<file path="src/hw/rtl/ffha_ram.sv">
`default_nettype none
module ffha_ram #(
    parameter int W = 8,
    parameter int D = 16
) (
    input  wire logic                 i_clk,
    input  wire logic                 i_we,
    input  wire logic [$clog2(D)-1:0] i_waddr,
    input  wire logic [W-1:0]         i_wdata,
    input  wire logic [$clog2(D)-1:0] i_raddr,
    output logic      [W-1:0]         o_rdata
);
    logic [W-1:0] r_mem [D];

    always_ff @(posedge i_clk) begin
        if (i_we) begin
            r_mem[i_waddr] <= i_wdata;
        end
        o_rdata <= r_mem[i_raddr];
    end
endmodule
`default_nettype wire

</file>
<file path="config.mk">
export PLATFORM = sky130hd
export DESIGN_NAME = ffha_ram
export DESIGN_NICKNAME = d
export VERILOG_FILES = /design/src/hw/rtl/ffha_ram.sv
export SDC_FILE = /design/constraint.sdc
export NUM_CORES = 1
export LEC_CHECK = 0
export ABC_AREA = 0
export BUFFER_PORTS_ARGS = -buffer_cell sky130_fd_sc_hd__buf_2
export CAP_MARGIN = 30
export CORE_ASPECT_RATIO = 1.2
export CORE_UTILIZATION = 38
export CTS_CLUSTER_DIAMETER = 200
export DETAILED_ROUTE_END_ITERATION = 6
export PLACE_DENSITY = 0.6
export SYNTH_ARGS = -nofsm -noshare
export SYNTH_HDL_FRONTEND = slang
export SYNTH_SLANG_ARGS = --single-unit
</file>
<file path="constraint.sdc">
create_clock -name i_clk -period 2.5 [get_ports i_clk]
set_clock_uncertainty 0.15 [all_clocks]
set_input_delay 0.5 -clock i_clk [delete_from_list [all_inputs] [get_ports i_clk]]
set_output_delay 0.5 -clock i_clk [all_outputs]
set_load 0.03 [all_outputs]
</file>
After elaboration in Yosys (flattened, before gate mapping)

Memories as Yosys holds them, arrays and structs flattened. A register that Yosys moved wholly into a read port is not among the register bits.
Index checks and enable logic that the tools add are counted.

Bits in writable memories: 128
Memories kept: 1
Bits in read-only memories: 0
Bits in latches: 0
Bits in registers: 0
Bits of input ports: 18

Reductions and logical operators: 0
Eq/ne operators: 0
Order comparisons: 0
Bitwise operators: 0
$add $sub $neg: 0
Div/mod/pow operators: 0
Muxes and demuxes: 2
Shifts and indexed selects: 0
$mul: 0

Memories:

| name  | words | bits a word | rd ports | clocked after memory_dff | wr ports | line | RTL |
|---|---|---|---|---|---|---|---|
| r_mem | 16    | 8           | 1        | 1                        | 1        | 13   | `logic [W-1:0] r_mem [D];` |

Operators by type and width:

| operator | number |
|---|---|
| $mux W1  | 2 |

Logic depth before layout (Yosys ltp)

Gate-level depths: netlist (run 1).

Word-level depth: 2
Mapped depth: 5
Depth with buffers taken out: 3

Worst setup path after synthesis (run 1)

No wires, ideal clock.

Kind: input -> register
From: input i_waddr[2]
To: memory r_mem[0][0] (enable)
Setup slack: 0.357 ns
Required time: 1.967 ns
Cell stages on the path: 2
Data arrival time: 1.610 ns
Cells stage by stage: or3b_2 nor3_1

RTL lines:

| element     | line | RTL |
|---|---|---|
| from (decl) | 8    | `input wire logic [$clog2(D)-1:0] i_waddr,` |
| to (decl)   | 13   |  |

No word-level cell before the write port.

==> run summary, run 1 <==
CP Launch Type -> input pin
Diodes inserted -> 0
Slew @ Worst Pin -> 0.435 ns
Filler instances -> 1129
Tcrit/Tclk final -> 70.9%
DP HPWL -> 6490 um
Synth Cell Area -> 0.00515 sq mm
Crit path capture type -> flop
Worst Path Required -> 2.65 ns
Pint -> 4.04 mW
Setup TNS -> 0 ns
EDFF count, synth -> 128
H-tree Lvls -> 4
Post-CTS setup buffers -> 0
Run status -> completed
CP Data Arrival Time -> 1.92 ns
DR iter-0 viols -> 128
1st-pass router iterations -> 5
Initial Util -> 38.9%
Worst-Skew Late Latency -> 0.42 ns
Grt total ovfl -> 0
Power Density -> 839 mW/mm^2
CTS tree -> done
Final antenna-violating net count -> 0
Vias in the first global route -> 2498
# nets final -> 305
Global Route Usage Sum -> 15.6%
Synth Register Bits -> 136
Cells after synthesis -> 229
Most common cell after layout, fill and taps aside -> edfxtp_1
P&R area growth vs syn -> 19.9%
Flop pwr share -> 49.6%
Via count -> 2444
Core Area -> 0.0132 sq mm
Largest net degree at the start of global routing -> 27
Die Y -> 129 um
HP Class -> input pin to flop
Worst relative slew slack -> 71.0%
Root Driver -> clkbuf_16
Unique masters post-synth -> 19
Area leader, netlist -> edfxtp_1
Crit path time final -> 1.77 ns
Initial antenna violation count -> 0
Post-synth net total -> 247
Final GP Congestion -> 0.722
First-pass GRT wire length -> 14800 um
Crit-path max FO -> 26
Number of port buffers -> 25
FMAX -> 0.564 GHz
Combinational power share -> 5.1%
Layout cells sized above 1 -> 33.0%
Setup-failing EPs final -> 0
RSZ-0062 raised after global routing -> no
Fin. max-slew vios -> 0
Post-DR wirelength/cell -> 21.1 um
Most frequent cells in the layout -> edfxtp_1 (128), buf_2 (25), buf_4 (22), mux4_2 (18), clkbuf_16 (17)
Leakage Power -> 2.10 nW
Yosys warns -> 0
CTS buffer count -> 17
Most used DFF post-synth -> edfxtp_1
Post-synthesis sequential area ratio -> 77.8%
Clock Power Share -> 45.3%
Net switching power -> 1.14 mW
Max Cap Viol -> 0
Switching Fraction -> 22.0%
Critical path class -> input pin to flop
Top cell type's share of synthesized area -> 74.7%
Drt via density -> 5.22
CTS max path bufs -> 2
# hold bufs at CTS -> 0
Die X -> 108 um
Fin util -> 46.6%
Worst setup margin -> 0.727 ns
Mean Syn Cell Area -> 22.5 sq um
Top cells by area, synth -> edfxtp_1 (75%), mux4_2 (7.9%), mux4_1 (7.1%)
Max VDD drop -> 0.409 mV
Row Count -> 46
Final wirelength -> 9890 um
Clock slew at reported path FFs -> 0.06 ns
Boundary Pins -> 26
Post-Layout Cell Count -> 468
Placed cells -> 436
Clk sinks -> 136
Hold Vio Cnt, Final -> 0
Dpl ws -> 0.288 ns
Post-synthesis async set-or-reset flop share -> 0%
DR DRC count -> 0
Die area -> 0.0140 sq mm
Post_cts resized -> 0
## path summary, 6_finish.rpt
path | startpoint | to | slack [ns] | depth (start not counted)
hold / removal | i_wdata[4] | r_mem[10][4] | 0.32 | 1
setup reg to reg | r_mem[1][1] | o_rdata[1] | 0.91 | 3
setup / recovery | i_raddr[0] | o_rdata[3] | 0.73 | 5
hold reg to reg | r_mem[15][1] | o_rdata[1] | 0.51 | 3
## layer usage
metal	part of all wire (%)	track usage, %	vias up
met5	0	0	-
met4	1.3	6.29	0
met3	5.9	4.53	9
met2	49	24.4	72
met1	44	20.6	1267
li1	-	-	1096
## registers in the layout, indices dropped and copies added, names as in the netlist
name and count:
r_mem 128, o_rdata 8
## cell type report
class | count | area (sq um) | share of cell area (%)
clock buffer | 17 | 425 | 6.90
clock inverter | 15 | 143 | 2.31
multi-input combinational | 83 | 1060 | 17.1
sequential | 136 | 4000 | 64.9
tap | 168 | 210 | 3.41
timing repair buffer | 49 | 330 | 5.35
## stage by stage
step	total power [mW]	instance area, sq um	hold WS, ns
2_1_floorplan	2.77	5150	0.449
3_3_place_gp	2.88	5600	0.499
3_5_place_dp	2.88	5600	0.501
4_1_cts	5.21	6170	0.309
5_1_grt	5.33	6170	0.313
6_report	5.18	6170	0.322
## critical path: stages
cell and delay (ns):
buf_2 0.20, buf_12 0.25, mux4_1 0.58, a22oi_1 0.28, nand2_1 0.09
## power by group through the flow
stage	Combinational, mW	Clock, mW	Sequential, mW
2_1_floorplan	0.129	0	2.64
3_3_place_gp	0.267	0	2.61
3_5_place_dp	0.269	0	2.61
4_1_cts	0.270	2.38	2.57
5_1_grt	0.285	2.48	2.57
6_report	0.264	2.35	2.56
## Yosys cell counts (all sizes together), types with 2 or more instances
master,n
mux4,32
nand2,9
nor2,13
edfxtp,128
buf,7
nand2b,2
a22oi,16
clkdlybuf4s25,3
nand3b,2
dfxtp,8
nor3,4
## logic make-up (layout without fill, tap and decap cells)
kind of cell / count (synthesis) / count (layout) / share of synthesized area (%)
and+or+nand+nor: 35 / 35 / 3.18
AOI/OAI and AO/OA: 16 / 16 / 2.33
buffers and inverters: 10 / 81 / 1.68
DFF: 136 / 136 / 77.8
muxes: 32 / 32 / 15.0
No activity file was read; power rests on OpenSTA's default activity.
==> run 2: changes to the inputs <==
--- a/config.mk
+++ b/config.mk
@@ -5,7 +5,7 @@
 export SDC_FILE = /design/constraint.sdc
 export NUM_CORES = 1
 export LEC_CHECK = 0
-export ABC_AREA = 0
+export ABC_AREA = 1
 export BUFFER_PORTS_ARGS = -buffer_cell sky130_fd_sc_hd__buf_2
 export CAP_MARGIN = 30
 export CORE_ASPECT_RATIO = 1.2
==> constraint.sdc (replaced) <==
create_clock -name i_clk -period 1.8 [get_ports i_clk]
set_clock_uncertainty 0.15 [all_clocks]
set_input_delay 0.36 -clock i_clk [delete_from_list [all_inputs] [get_ports i_clk]]
set_output_delay 0.36 -clock i_clk [all_outputs]
set_load 0.03 [all_outputs]
==> run 2 against run 1 <==
Net effect:
- area after synthesis grew 12%
- via count grew 57%
- worst setup slack lost 0.47 ns
- register-to-register slack lost 0.23 ns
- combinational power grew 80%
- worst hold slack lost 0.16 ns
- die area grew 12%
- synthesized cell count grew 140%
- clock power grew 55%
- critical path depth shrank 4
- global-route usage grew 2.6 points
- critical endpoint is now o_rdata[1]
- largest cell class unchanged
- highest routed layer unchanged
==> run summary, run 2 <==
Run status -> completed (unchanged)
Post-route cell area -> 0.00683 sq mm (was 0.00617 sq mm)
HP Class -> input pin to flop (unchanged)
Placed cell areas -> 0.00621 sq mm (was 0.00560 sq mm)
Synth Cell Area -> 0.00577 sq mm (was 0.00515 sq mm)
Post-synth net total -> 569 (was 247)
Top Registers -> r_mem x128, o_rdata x8 (unchanged)
Post-CTS setup buffers -> 0 (unchanged)
Crit path capture type -> output port (was flop)
CTS buffer count -> 17 (unchanged)
Worst relative slew slack -> 76.1% (was 71.0%)
Final wirelength -> 12900 um (was 9890 um)
Crit-path leading delay family -> flip-flops (was multiplexers)
Drt via density -> 4.75 (was 5.22)
Cell depth of the worst flop-to-flop path -> 6 (was 3)
Core Area -> 0.0146 sq mm (was 0.0132 sq mm)
Slew @ Worst Pin -> 0.359 ns (was 0.435 ns)
Diodes inserted -> 0 (unchanged)
Max Cap Viol -> 0 (unchanged)
CTS tree -> done (unchanged)
Clock slew at reported path FFs -> 0.06 ns (about the same)
Worst-Skew Late Latency -> 0.42 ns (about the same)
Vias in the first global route -> 3940 (was 2498)
Largest net degree at the start of global routing -> 65 (was 27)
First-pass GRT wire length -> 20700 um (was 14800 um)
Top-count cell post-synth -> nand2_1 (was edfxtp_1)
CP bufs+invs -> 1 (was 2)
Global Route Usage Sum -> 18.2% (was 15.6%)
Top cells by area, synth -> edfxtp_1 (67%), nand2_1 (11%), nand3_1 (8.4%) (was edfxtp_1 (75%), mux4_2 (7.9%), mux4_1 (7.1%))
Unique masters post-synth -> 12 (was 19)
Most used DFF post-synth -> edfxtp_1 (unchanged)
Yosys warns -> 0 (unchanged)
Fin. max-slew vios -> 0 (unchanged)
Synth Register Bits -> 136 (unchanged)
Clk sinks -> 136 (unchanged)
DP HPWL -> 8340 um (was 6490 um)
EDFF count, synth -> 128 (unchanged)
1st-pass router iterations -> 5 (unchanged)
Worst setup margin -> 0.256 ns (was 0.727 ns)
Die area -> 0.0157 sq mm (was 0.0140 sq mm)
Max FFs per register -> 128 (unchanged)
Mean Syn Cell Area -> 10.5 sq um (was 22.5 sq um)
Root Driver -> clkbuf_16 (unchanged)
Setup TNS -> 0 ns (unchanged)
Critical path's slowest cell -> dfxtp_1 (was mux4_1)
R2R Setup Slk -> 0.68 ns (was 0.91 ns)
Reg2Reg Launch Point -> r_mem[10][1] (was r_mem[1][1])
Crit path cell chain -> buf_2 (was buf_2 > buf_12 > mux4_1 > a22oi_1 > nand2_1)
RSZ-0062 raised after global routing -> no (unchanged)
DR iter-0 viols -> 215 (was 128)
Post_cts resized -> 0 (unchanged)
Tcrit/Tclk final -> 85.8%
Most frequent cells after synthesis -> nand2_1 (173), edfxtp_1 (128), inv_1 (100), nand3_1 (97), nor2_1 (17) (was edfxtp_1 (128), mux4_2 (18), a22oi_1 (16), mux4_1 (14), nor2_1 (13))
Critical path class -> flop to output port (was input pin to flop)
Die X -> 114 um (was 108 um)
Setup-failing EPs final -> 0 (unchanged)
Critical path's largest stage delay -> 0.40 ns (was 0.58 ns)
Power Density -> 1120 mW/mm^2 (was 839 mW/mm^2)
DR DRC count -> 0 (unchanged)
H-tree Lvls -> 4 (unchanged)
P&R area growth vs syn -> 18.5% (was 19.9%)
PnR Total Power -> 7.68 mW (was 5.18 mW)
Post-synthesis async set-or-reset flop share -> 0% (unchanged)
Initial antenna violation count -> 0 (unchanged)
Hold Vio Cnt, Final -> 0 (unchanged)
Die Y -> 137 um (was 129 um)
CTS max path bufs -> 2 (unchanged)
Cells after synthesis -> 551 (was 229)
Post-DR wirelength/cell -> 16.0 um (was 21.1 um)
# hold bufs at CTS -> 0 (unchanged)
Top cell type's share of synthesized area -> 66.7% (was 74.7%)
Leakage Power -> 2.96 nW (was 2.10 nW)
Layout cells sized above 1 -> 13.5% (was 33.0%)
CP Launch Type -> flop (was input pin)
Boundary Pins -> 26 (unchanged)
Worst Path Required -> 1.29 ns (was 2.65 ns)
Post-synthesis sequential area ratio -> 69.4% (was 77.8%)
CP Data Arrival Time -> 1.03 ns (was 1.92 ns)
Grt total ovfl -> 0 (unchanged)
Hold Crit Start -> i_raddr[3] (was i_wdata[4])
Reg with most FFs -> r_mem (unchanged)
Max VDD drop -> 0.550 mV (was 0.409 mV)
Hold Crit Endpoint -> o_rdata[6] (was r_mem[10][4])
Dpl ws -> 0.203 ns (was 0.288 ns)
Final GP Congestion -> 0.827 (was 0.722)
Crit-path max FO -> 1 (was 26)
Final antenna-violating net count -> 0 (unchanged)
Most frequent cells in the layout -> nand2_1 (173), edfxtp_1 (128), inv_1 (100), nand3_1 (97), buf_2 (25) (was edfxtp_1 (128), buf_2 (25), buf_4 (22), mux4_2 (18), clkbuf_16 (17))
Number of port buffers -> 25 (unchanged)
Most common cell after layout, fill and taps aside -> nand2_1 (was edfxtp_1)
Initial Util -> 39.5% (was 38.9%)
Crit path time final -> 1.54 ns
# nets final -> 613 (was 305)
FMAX -> 0.648 GHz
CP Launch Point -> o_rdata[1] (was i_raddr[0])
Reg-to-reg critical path endpoint -> o_rdata[1] (unchanged)
Area leader, netlist -> edfxtp_1 (unchanged)
Via count -> 3834 (was 2444)
Row Count -> 48 (was 46)
Hold Path Cell Cnt -> 3 (was 1)
-- run 2: changes by cell type after synthesis, sizes merged, moves of 2 or more --
cell,previous run,this run
inv,0,102
a22oi,16,0
clkdlybuf4s25,3,0
nand2,9,173
nand3,1,97
nor2,13,17
nor3,4,0
buf,7,24
mux4,32,0
nand2b,2,0
-- run 2: worst max-delay path by stage --
stage | end | slack (ns) | depth (start not counted)
finish | o_rdata[1] | 0.26 | 1
global route | o_rdata[1] | 0.23 | 1
CTS | o_rdata[1] | 0.22 | 1
detailed placement | o_rdata[7] | 0.20 | 8
global placement | o_rdata[7] | 0.23 | 8
floorplan | r_mem[10][0] | 0.34 | 2
-- run 2: routing by layer --
layer  track usage (%)  routed length, um
met1              21.2               5250
met2              32.7               6840
met3              3.28                543
met4              7.79                299
met5                 0                  0
-- run 2: per-stage QoR --
step	instances	util [%]	hold slack (ns)
5_1_grt	808	46.8	0.176
2_1_floorplan	551	-	0.309
3_3_place_gp	776	42.5	0.496
4_1_cts	808	46.8	0.152
6_report	808	46.8	0.159
3_5_place_dp	776	42.5	0.487
-- run 2: final cells by class --
| class | instances | area [sq um] |
|---|---|---|
| flip-flops and latches | 136 | 4000 |
| inverters | 102 | 383 |
| clock inverters | 15 | 200 |
| multi-input cells | 289 | 1210 |
| fillers | 1302 | 7760 |
| clock buffers | 17 | 425 |
| repair buffers | 49 | 355 |
| well taps | 200 | 250 |
-- run 2: kinds of logic (layout without fill, tap and decap cells) --
family | Yosys count | in the layout | share of synthesized area (%)
AND/OR/NAND/NOR | 289 | 289 | 21.0
buffers and inverters | 126 | 183 | 9.52
flip-flops | 136 | 136 | 69.4
-- run 2: report_power, final --
group          internal (mW)  switching (mW)
combinational          0.140           0.334
clock                   2.32            1.32
sequential              3.54          0.0257
total                   6.00            1.68
==> run 3: changes to the inputs <==
--- a/config.mk
+++ b/config.mk
@@ -6,13 +6,15 @@
 export NUM_CORES = 1
 export LEC_CHECK = 0
 export ABC_AREA = 1
+export ABC_CLOCK_PERIOD_IN_PS = 1400
 export BUFFER_PORTS_ARGS = -buffer_cell sky130_fd_sc_hd__buf_2
 export CAP_MARGIN = 30
 export CORE_ASPECT_RATIO = 1.2
 export CORE_UTILIZATION = 38
 export CTS_CLUSTER_DIAMETER = 200
 export DETAILED_ROUTE_END_ITERATION = 6
-export PLACE_DENSITY = 0.6
+export PLACE_DENSITY = 0.62
+export SKIP_LAST_GASP = 1
 export SYNTH_ARGS = -nofsm -noshare
 export SYNTH_HDL_FRONTEND = slang
 export SYNTH_SLANG_ARGS = --single-unit
==> constraint.sdc (replaced) <==
create_clock -name i_clk -period 1.4 [get_ports i_clk]
set_clock_uncertainty 0.15 [all_clocks]
set_input_delay 0.28 -clock i_clk [delete_from_list [all_inputs] [get_ports i_clk]]
set_output_delay 0.28 -clock i_clk [all_outputs]
set_load 0.03 [all_outputs]
==> run 3 against run 2 <==
Net effect:
- utilization did not move
- highest routed layer unchanged
- non-clock buffer count grew 3
- sequential share of layout area stayed put
- cell area did not move
- critical endpoint unchanged
- via count is 0.83% higher
- worst hold slack worse by 0.12 ns
- critical path type unchanged
==> run summary, run 3 (synthesized netlist as in run 2, its figures left out) <==
Crit path time final -> 1.37 ns
Core Area -> 0.0146 sq mm (unchanged)
# nets final -> 616 (was 613)
Switching Fraction -> 22.0% (was 21.9%)
HP Class -> input pin to flop (unchanged)
Cell depth of the worst flop-to-flop path -> 6 (unchanged)
Vias in the first global route -> 3750 (was 3940)
Top Registers -> r_mem x128, o_rdata x8 (unchanged)
Final wirelength -> 12700 um (was 12900 um)
CP bufs+invs -> 1 (unchanged)
Fin. max-slew vios -> 0 (unchanged)
Flop pwr share -> 47.5% (was 46.4%)
Leakage Power -> 2.96 nW (about the same)
Critical path's slowest cell -> dfxtp_1 (unchanged)
First-pass GRT wire length -> 20000 um (was 20700 um)
Die Y -> 137 um (unchanged)
Max FFs per register -> 128 (unchanged)
Tcrit/Tclk final -> 97.6%
DR iter-0 viols -> 332 (was 215)
Row Count -> 48 (unchanged)
Grt total ovfl -> 0 (unchanged)
Most frequent cells in the layout -> nand2_1 (173), edfxtp_1 (128), inv_1 (100), nand3_1 (97), buf_4 (24) (was nand2_1 (173), edfxtp_1 (128), inv_1 (100), nand3_1 (97), buf_2 (25))
Run status -> completed (unchanged)
Hold Crit Endpoint -> o_rdata[4] (was o_rdata[6])
CTS buffer count -> 17 (unchanged)
Most common cell after layout, fill and taps aside -> nand2_1 (unchanged)
Post-DR wirelength/cell -> 15.7 um (was 16.0 um)
Critical path's largest stage delay -> 0.35 ns (was 0.40 ns)
Hold Crit Start -> i_raddr[3] (unchanged)
Slew @ Worst Pin -> 0.386 ns (was 0.359 ns)
Worst Path Required -> 0.97 ns (was 1.29 ns)
Largest net degree at the start of global routing -> 51 (was 65)
CTS tree -> done (unchanged)
Crit-path leading delay family -> flip-flops (unchanged)
Max Cap Viol -> 0 (unchanged)
H-tree Lvls -> 4 (unchanged)
Final antenna-violating net count -> 0 (unchanged)
Crit-path max FO -> 1 (unchanged)
CTS max path bufs -> 2 (unchanged)
Crit path capture type -> output port (unchanged)
Clock slew at reported path FFs -> 0.05 ns (was 0.06 ns)
Number of port buffers -> 25 (unchanged)
CP Data Arrival Time -> 0.94 ns (was 1.03 ns)
Critical path class -> flop to output port (unchanged)
Pint -> 7.52 mW (was 6.00 mW)
RSZ-0062 raised after global routing -> no (unchanged)
DP HPWL -> 7890 um (was 8340 um)
Reg-to-reg critical path endpoint -> o_rdata[2] (was o_rdata[1])
Crit path cell chain -> buf_4 (was buf_2)
Hold Path Cell Cnt -> 3 (unchanged)
Clock Power Share -> 45.9% (was 47.4%)
FMAX -> 0.732 GHz
Die X -> 114 um (unchanged)
Combinational power share -> 6.6% (was 6.2%)
Setup TNS -> 0 ns (unchanged)
Via count -> 3866 (was 3834)
1st-pass router iterations -> 5 (unchanged)
Worst-Skew Late Latency -> 0.42 ns (about the same)
Boundary Pins -> 26 (unchanged)
Net switching power -> 2.12 mW (was 1.68 mW)
CP Launch Type -> flop (unchanged)
Clk sinks -> 136 (unchanged)
Diodes inserted -> 0 (unchanged)
Global Route Usage Sum -> 17.8% (was 18.2%)
Max VDD drop -> 0.783 mV (was 0.550 mV)
PnR Total Power -> 9.63 mW (was 7.68 mW)
Initial Util -> 39.5% (unchanged)
Worst relative slew slack -> 74.3% (was 76.1%)
Hold Vio Cnt, Final -> 0 (unchanged)
Setup-failing EPs final -> 0 (unchanged)
Drt via density -> 4.77 (was 4.75)
Layout cells sized above 1 -> 13.4% (was 13.5%)
Die area -> 0.0157 sq mm (unchanged)
Root Driver -> clkbuf_16 (unchanged)
Reg2Reg Launch Point -> r_mem[15][2] (was r_mem[10][1])
# hold bufs at CTS -> 0 (unchanged)
DR DRC count -> 0 (unchanged)
Final GP Congestion -> 0.817 (was 0.827)
Initial antenna violation count -> 0 (unchanged)
P&R area growth vs syn -> 18.5% (unchanged)
Reg with most FFs -> r_mem (unchanged)
R2R Setup Slk -> 0.25 ns (was 0.68 ns)
Power Density -> 1410 mW/mm^2 (was 1120 mW/mm^2)
run 3: cell types whose count changed in the layout (fill, tap and decap cells not counted), sizes merged:
cell	before	now
bufinv	4	3
inv	105	103
clkinv	5	7
buf	49	52
clkbuf	17	18
run 3: area by class of cell:
type / instances / area, sq um
clock inverter: 14 / 156
fill: 1300 / 7760
clock buffer: 18 / 429
tap: 200 / 250
inverter: 102 / 383
sequential: 136 / 4000
multi-input combinational: 289 / 1210
timing repair buffer: 52 / 395
run 3: power by group through the flow:
stage	clock, mW	sequential, mW	combinational [mW]
finish	4.42	4.58	0.632
global route	4.63	4.59	0.696
CTS	4.46	4.58	0.638
detailed placement	0	4.66	0.629
floorplan	0	4.71	0.321
global placement	0	4.66	0.619
run 3: stage by stage:
step	hold slack, ns	util, %	setup slack [ns]	std cells	instance area (sq um)
2_1_floorplan	0.229	-	0.0192	551	5770
3_3_place_gp	0.471	42.8	-0.121	779	6240
3_5_place_dp	0.460	42.8	-0.154	779	6240
4_1_cts	0.0301	46.8	0.00854	811	6830
5_1_grt	0.0508	46.8	0.0107	811	6830
6_report	0.0375	46.8	0.0340	811	6830
run 3: routing by layer:
metal  routed length [um]  global-route usage, %  vias up  share of wire [%]
met2                 6430                   30.3      138                 51
met5                    0                      0        -                  0
met3                  757                   4.34       29                5.9
li1                     -                      -     1863                  -
met4                  396                   9.09        0                3.1
met1                 5140                   20.9     1836                 40
run 3: how the worst max path moves through the flow:
stage	start	cells after the start	end
final	o_rdata[1]	1	o_rdata[1]
after floorplan	i_waddr[3]	2	r_mem[4][0]
after global routing	o_rdata[4]	1	o_rdata[4]
after detailed placement	i_raddr[0]	8	o_rdata[7]
after global placement	i_raddr[0]	8	o_rdata[7]
after CTS	o_rdata[1]	1	o_rdata[1]
run 3: repair_timing:
| item | 4_1_cts | 5_1_grt |
|---|---|---|
| endpoints found under the setup margin | 2 | 0 |
| buffers inserted | 0 | 0 |
| gates resized for setup | 2 | 0 |
